==> src/rtl/core/soa_pkg.sv <==
// Package for the slab object allocator: payload structs, status and command codes,
// register indexes and the sequencer state type. No dependencies.
package soa_pkg;

  localparam int unsigned DIV_W    = 17;
  localparam int unsigned IN_USE_W = 13;
  localparam int unsigned FIELD_AW = 32;

  localparam logic [1:0] STATUS_OK        = 2'd0;
  localparam logic [1:0] STATUS_NO_FRAME  = 2'd1;
  localparam logic [1:0] STATUS_NOTHING   = 2'd2;
  localparam logic [1:0] STATUS_TOO_SMALL = 2'd3;

  localparam logic CMD_ALLOC = 1'b0;
  localparam logic CMD_FREE  = 1'b1;

  localparam logic [2:0] REG_OBJECT_SIZE   = 3'd0;
  localparam logic [2:0] REG_SLAB_BYTES    = 3'd1;
  localparam logic [2:0] REG_HEADER_BYTES  = 3'd2;
  localparam logic [2:0] REG_POINTER_BYTES = 3'd3;
  localparam logic [2:0] REG_POOL_BASE     = 3'd4;

  typedef struct packed {
    logic        cmd;
    logic [31:0] freed_address;
  } req_t;

  typedef struct packed {
    logic [1:0]          status;
    logic [31:0]         object_address;
    logic [IN_USE_W-1:0] objects_in_use;
  } rsp_t;

  typedef enum logic [3:0] {
    ST_IDLE,
    ST_DIV,
    ST_MUL,
    ST_BASE,
    ST_FILL,
    ST_POP_RD,
    ST_POP_WR,
    ST_PUSH
  } state_e;

endpackage

==> src/rtl/core/soa_div.sv <==
// Iterative restoring divider for the slot count, one quotient bit per cycle.
// Depends on soa_pkg for the operand width.
module soa_div import soa_pkg::*; (
  input  logic             clk_i,
  input  logic             rst_ni,
  input  logic             start_i,
  input  logic [DIV_W-1:0] num_i,
  input  logic [DIV_W-1:0] den_i,
  output logic             done_o,
  output logic [DIV_W-1:0] quo_o
);

  localparam int unsigned CW = $clog2(DIV_W + 1);

  logic [DIV_W-1:0] rem_q, quo_q, den_q;
  logic [CW-1:0]    cnt_q;
  logic             done_q;
  logic [DIV_W:0]   trial;

  assign trial = {rem_q, quo_q[DIV_W-1]};

  always_ff @(posedge clk_i or negedge rst_ni) begin
    if (!rst_ni) begin
      cnt_q  <= '0;
      done_q <= 1'b0;
    end else begin
      done_q <= 1'b0;
      if (start_i) begin
        cnt_q <= CW'(DIV_W);
      end else if (cnt_q != '0) begin
        cnt_q <= cnt_q - 1'b1;
        if (cnt_q == CW'(1)) begin
          done_q <= 1'b1;
        end
      end
    end
  end

  always_ff @(posedge clk_i) begin
    if (start_i) begin
      rem_q <= '0;
      quo_q <= num_i;
      den_q <= den_i;
    end else if (cnt_q != '0) begin
      if (trial >= {1'b0, den_q}) begin
        rem_q <= DIV_W'(trial - {1'b0, den_q});
        quo_q <= {quo_q[DIV_W-2:0], 1'b1};
      end else begin
        rem_q <= trial[DIV_W-1:0];
        quo_q <= {quo_q[DIV_W-2:0], 1'b0};
      end
    end
  end

  assign done_o = done_q;
  assign quo_o  = quo_q;

endmodule

==> config.mk <==
export PLATFORM = sky130hd
export DESIGN_NAME = soa_div
export DESIGN_NICKNAME = d
export VERILOG_FILES = /design/src/rtl/core/soa_pkg.sv /design/src/rtl/core/soa_div.sv
export SDC_FILE = /design/constraint.sdc
export NUM_CORES = 1
export LEC_CHECK = 0
export ABC_CLOCK_PERIOD_IN_PS = 3400
export BUFFER_PORTS_ARGS = -buffer_cell sky130_fd_sc_hd__buf_4
export CORE_UTILIZATION = 46
export DETAILED_ROUTE_END_ITERATION = 8
export PLACE_DENSITY_LB_ADDON = 0.3
export SLEW_MARGIN = 40
export SYNTH_ARGS = -nofsm -noshare
export SYNTH_HDL_FRONTEND = slang
export SYNTH_SLANG_ARGS = --single-unit
==> constraint.sdc <==
create_clock -name clk_i -period 3.4 [get_ports clk_i]
set_input_delay 0.17 -clock clk_i [delete_from_list [all_inputs] [get_ports clk_i]]
set_output_delay 0.17 -clock clk_i [all_outputs]
set_load 0.05 [all_outputs]
==> metrics.txt <==
status finished clean; chip height between 80 and 90 um; CTS H-tree lvls 3; clk slew on worst S/H paths ~0.070 ns; Final period util approximately 84%; Synth cell types between 50 and 60; crit-path cells inv_1 -> ha_1 -> inv_1 -> fa_1 -> a21oi_2 -> a211oi_2 -> nor4_2 -> o21ai_4 -> clkinv_2 -> nor3_1 -> nor4_1; Layout Nets 444; logic gate share of total power between 40% and 50%; Tmin final ~2.8 ns; Layout area overhead 26.7%; worst hold slack roughly 0.13 ns; Net Sw Frac roughly 39%; worst-path maximum fanout 24; antenna cells 0; Clock Skews around 0.0065 ns; DP Wirelength ~4500 um; die area roughly 0.0074 mm2; Crit Path Category flip-flop to flip-flop; first-pass GRT wire length approximately 11000 um; MaxCap Viol Count 0; Slew headroom 51.4%; # setup viols final 0; clk sinks 57; Seq/Total Area, Yosys between 40% and 50%; Longest Clk Path Bufs 2; top-area cell type share of the netlist area 31.3%; CTS tree yes; final hold viol count 0; Primary FF master, synth edfxtp_1; FP Rows 30; Placed Cells 453; WL per Instance around 14 um; top cell type by total area after synthesis edfxtp_1; Pleak 1.76 nW; Worst VDD drop about 0.41 mV; residual DRC count 0; Worst Setup SP quo_o[16]; arrival time at the worst endpoint 3.06 ns; Syn Inst Count 312; synthesized flop and latch total 57; Flop pwr share between 30% and 40%; PnR worst setup slack about 0.56 ns; P_sw roughly 1.2 mW; share of cells above drive strength 1 around a quarter; fmax about 0.35 GHz; Die X-Extent approximately 86 um; synth cell count leaders edfxtp_1, nor2_1, nand2_1; root buf cell clkbuf_8; grt total ovfl 0; Post-Route Setup TNS 0 ns; post-placement cell area ~0.0037 mm2; Initial Util around 48%; top cells by area, synth edfxtp_1, dfxtp_1, ha_1; GP Congestion around 0.85; Mapped Nets 370; DR pass1 iterations 4; Startpoint Class flip-flop; WL final 6750 um; CTS buffer count 9; Warnings, synthesis 0; Setup WS pre-CTS just over 0.6 ns; slowest cell on the critical path o21ai_4; worst-margin pin slew ~0.73 ns; most frequent CP cell inv_1; core footprint 0.00683 mm2; final slew viol count 0; Final ANT Viol Nets 0; kind of cell adding the most delay to the critical path compound AO/OA/AOI/OAI gates; WP data required around 3.6 ns; Layout Cells excl Fill a little under 500; cell with the most instances after synthesis edfxtp_1; setup bufs post-CTS 0; clock network fraction of total power between 20% and 30%; total power between 3 and 4 mW; Power Dens Cells around 730 mW/mm2; hold_sp num_i[1]; routed via count between 2000 and 3000; Buffers on Ports 54; Filler cells 592; Syn Area/Cell between 10 and 15 um2; final instance area between 0.004 and 0.005 mm2; all-layer global routing usage approximately 20%; vias in the first global route about 2500; CP bufs+invs 3; post-synthesis async set-or-reset flop share 10.5%; Slowest Stage Delay on Critical Path 0.60 ns; number of flops mapped to enable cells by yosys 34; antenna violations before repair 0; clock latency on the worst-skew pair between 0.3 and 0.4 ns; pin count of the biggest net entering global routing 33; Layout Utilization 60.5%; Via density 5.33; Mapped Area about 0.0033 mm2; worst r2r src quo_o[16]; Hold WC Path Type input pin to flip-flop; crit end category flip-flop; unrepaired setup endpoints after global routing no; IO Pins 55; Pint between 1.5 and 2 mW; DR iter-0 viols approximately 120
## routing by layer
metal,wire (um),share of wire (%),GRT usage [%]
met1,3190,47,25.1
met2,3240,48,31.3
met3,234,3.5,6.48
met4,86,1.3,6.67
met5,0,0,0
## worst register-to-register path, cell delays in order (launching register included)
cell      delay (ns)
edfxtp_1        0.38
inv_1           0.06
ha_1            0.20
inv_1           0.06
fa_1            0.21
a21oi_2         0.10
a211oi_2        0.28
nor4_2          0.10
o21ai_4         0.60
clkinv_2        0.39
nor3_1          0.26
nor4_1          0.07
## area by class of cell
class	count	area [um2]	area share [%]
clock buffers	10	128	3.09
clock inverters	6	82.6	2.00
inverters	24	91.3	2.21
multi-input cells	220	1600	38.7
flip-flops and latches	57	1510	36.6
well taps	96	120	2.91
repair buffers	74	601	14.5
## repair_timing
action	in CTS	in global routing
hold buffers	17	1
resized for setup	0	0
endpoints found under the hold margin	22	1
## placed cells by master (no fill, tap or decap), types with 4 or more instances in the layout
| cell type | count |
|---|---|
| edfxtp_1 | 34 |
| xnor2_1 | 7 |
| buf_4 | 56 |
| nand2b_1 | 5 |
| xor2_1 | 5 |
| o21ai_0 | 13 |
| dlygate4sd3_1 | 18 |
| a21oi_1 | 17 |
| nand2_1 | 24 |
| dfxtp_1 | 17 |
| inv_1 | 23 |
| nand3_1 | 5 |
| mux2i_1 | 4 |
| a311oi_1 | 6 |
| a211oi_1 | 9 |
| nor3_1 | 8 |
| clkinv_2 | 4 |
| ha_1 | 20 |
| mux2_2 | 17 |
| nor2_1 | 27 |
| dfrtp_1 | 6 |
| clkbuf_8 | 9 |
## power groups by stage
stage | Sequential (mW) | Clock (mW) | Combinational, mW
floorplan | 1.10 | 0 | 0.940
global placement | 0.998 | 0 | 1.28
detailed placement | 1.00 | 0 | 1.30
CTS | 0.990 | 0.703 | 1.33
global route | 1.01 | 0.733 | 1.48
finish | 0.990 | 0.683 | 1.33
## worst paths after layout
check / depth (start not counted) / slack [ns] / end
worst min-delay path: 2 / 0.13 / quo_o[1]
max in group asynchronous: 2 / 3.11 / cnt_q[1]
worst max register to register: 11 / 0.56 / rem_q[7]
worst max-delay path: 11 / 0.56 / rem_q[7]
min in group asynchronous: 2 / 0.18 / done_o
worst min register to register: 2 / 0.49 / rem_q[16]
## cells by family after synthesis
kind of cell,count (synthesis),synth area share (%)
xor+xnor,12,3.22
compound gates,75,16.5
buf+inv,35,4.64
flops,57,46.3
fa+ha+maj,21,8.28
simple gates,91,13.9
mux,21,7.09
## flip-flops by register name, indices dropped and copies added, names as in the netlist
| name | count |
|---|---|
| rem_q | 17 |
| cnt_q | 5 |
| den_q | 17 |
| done_o | 1 |
| quo_o | 17 |
(Power assumes the default switching activity.)
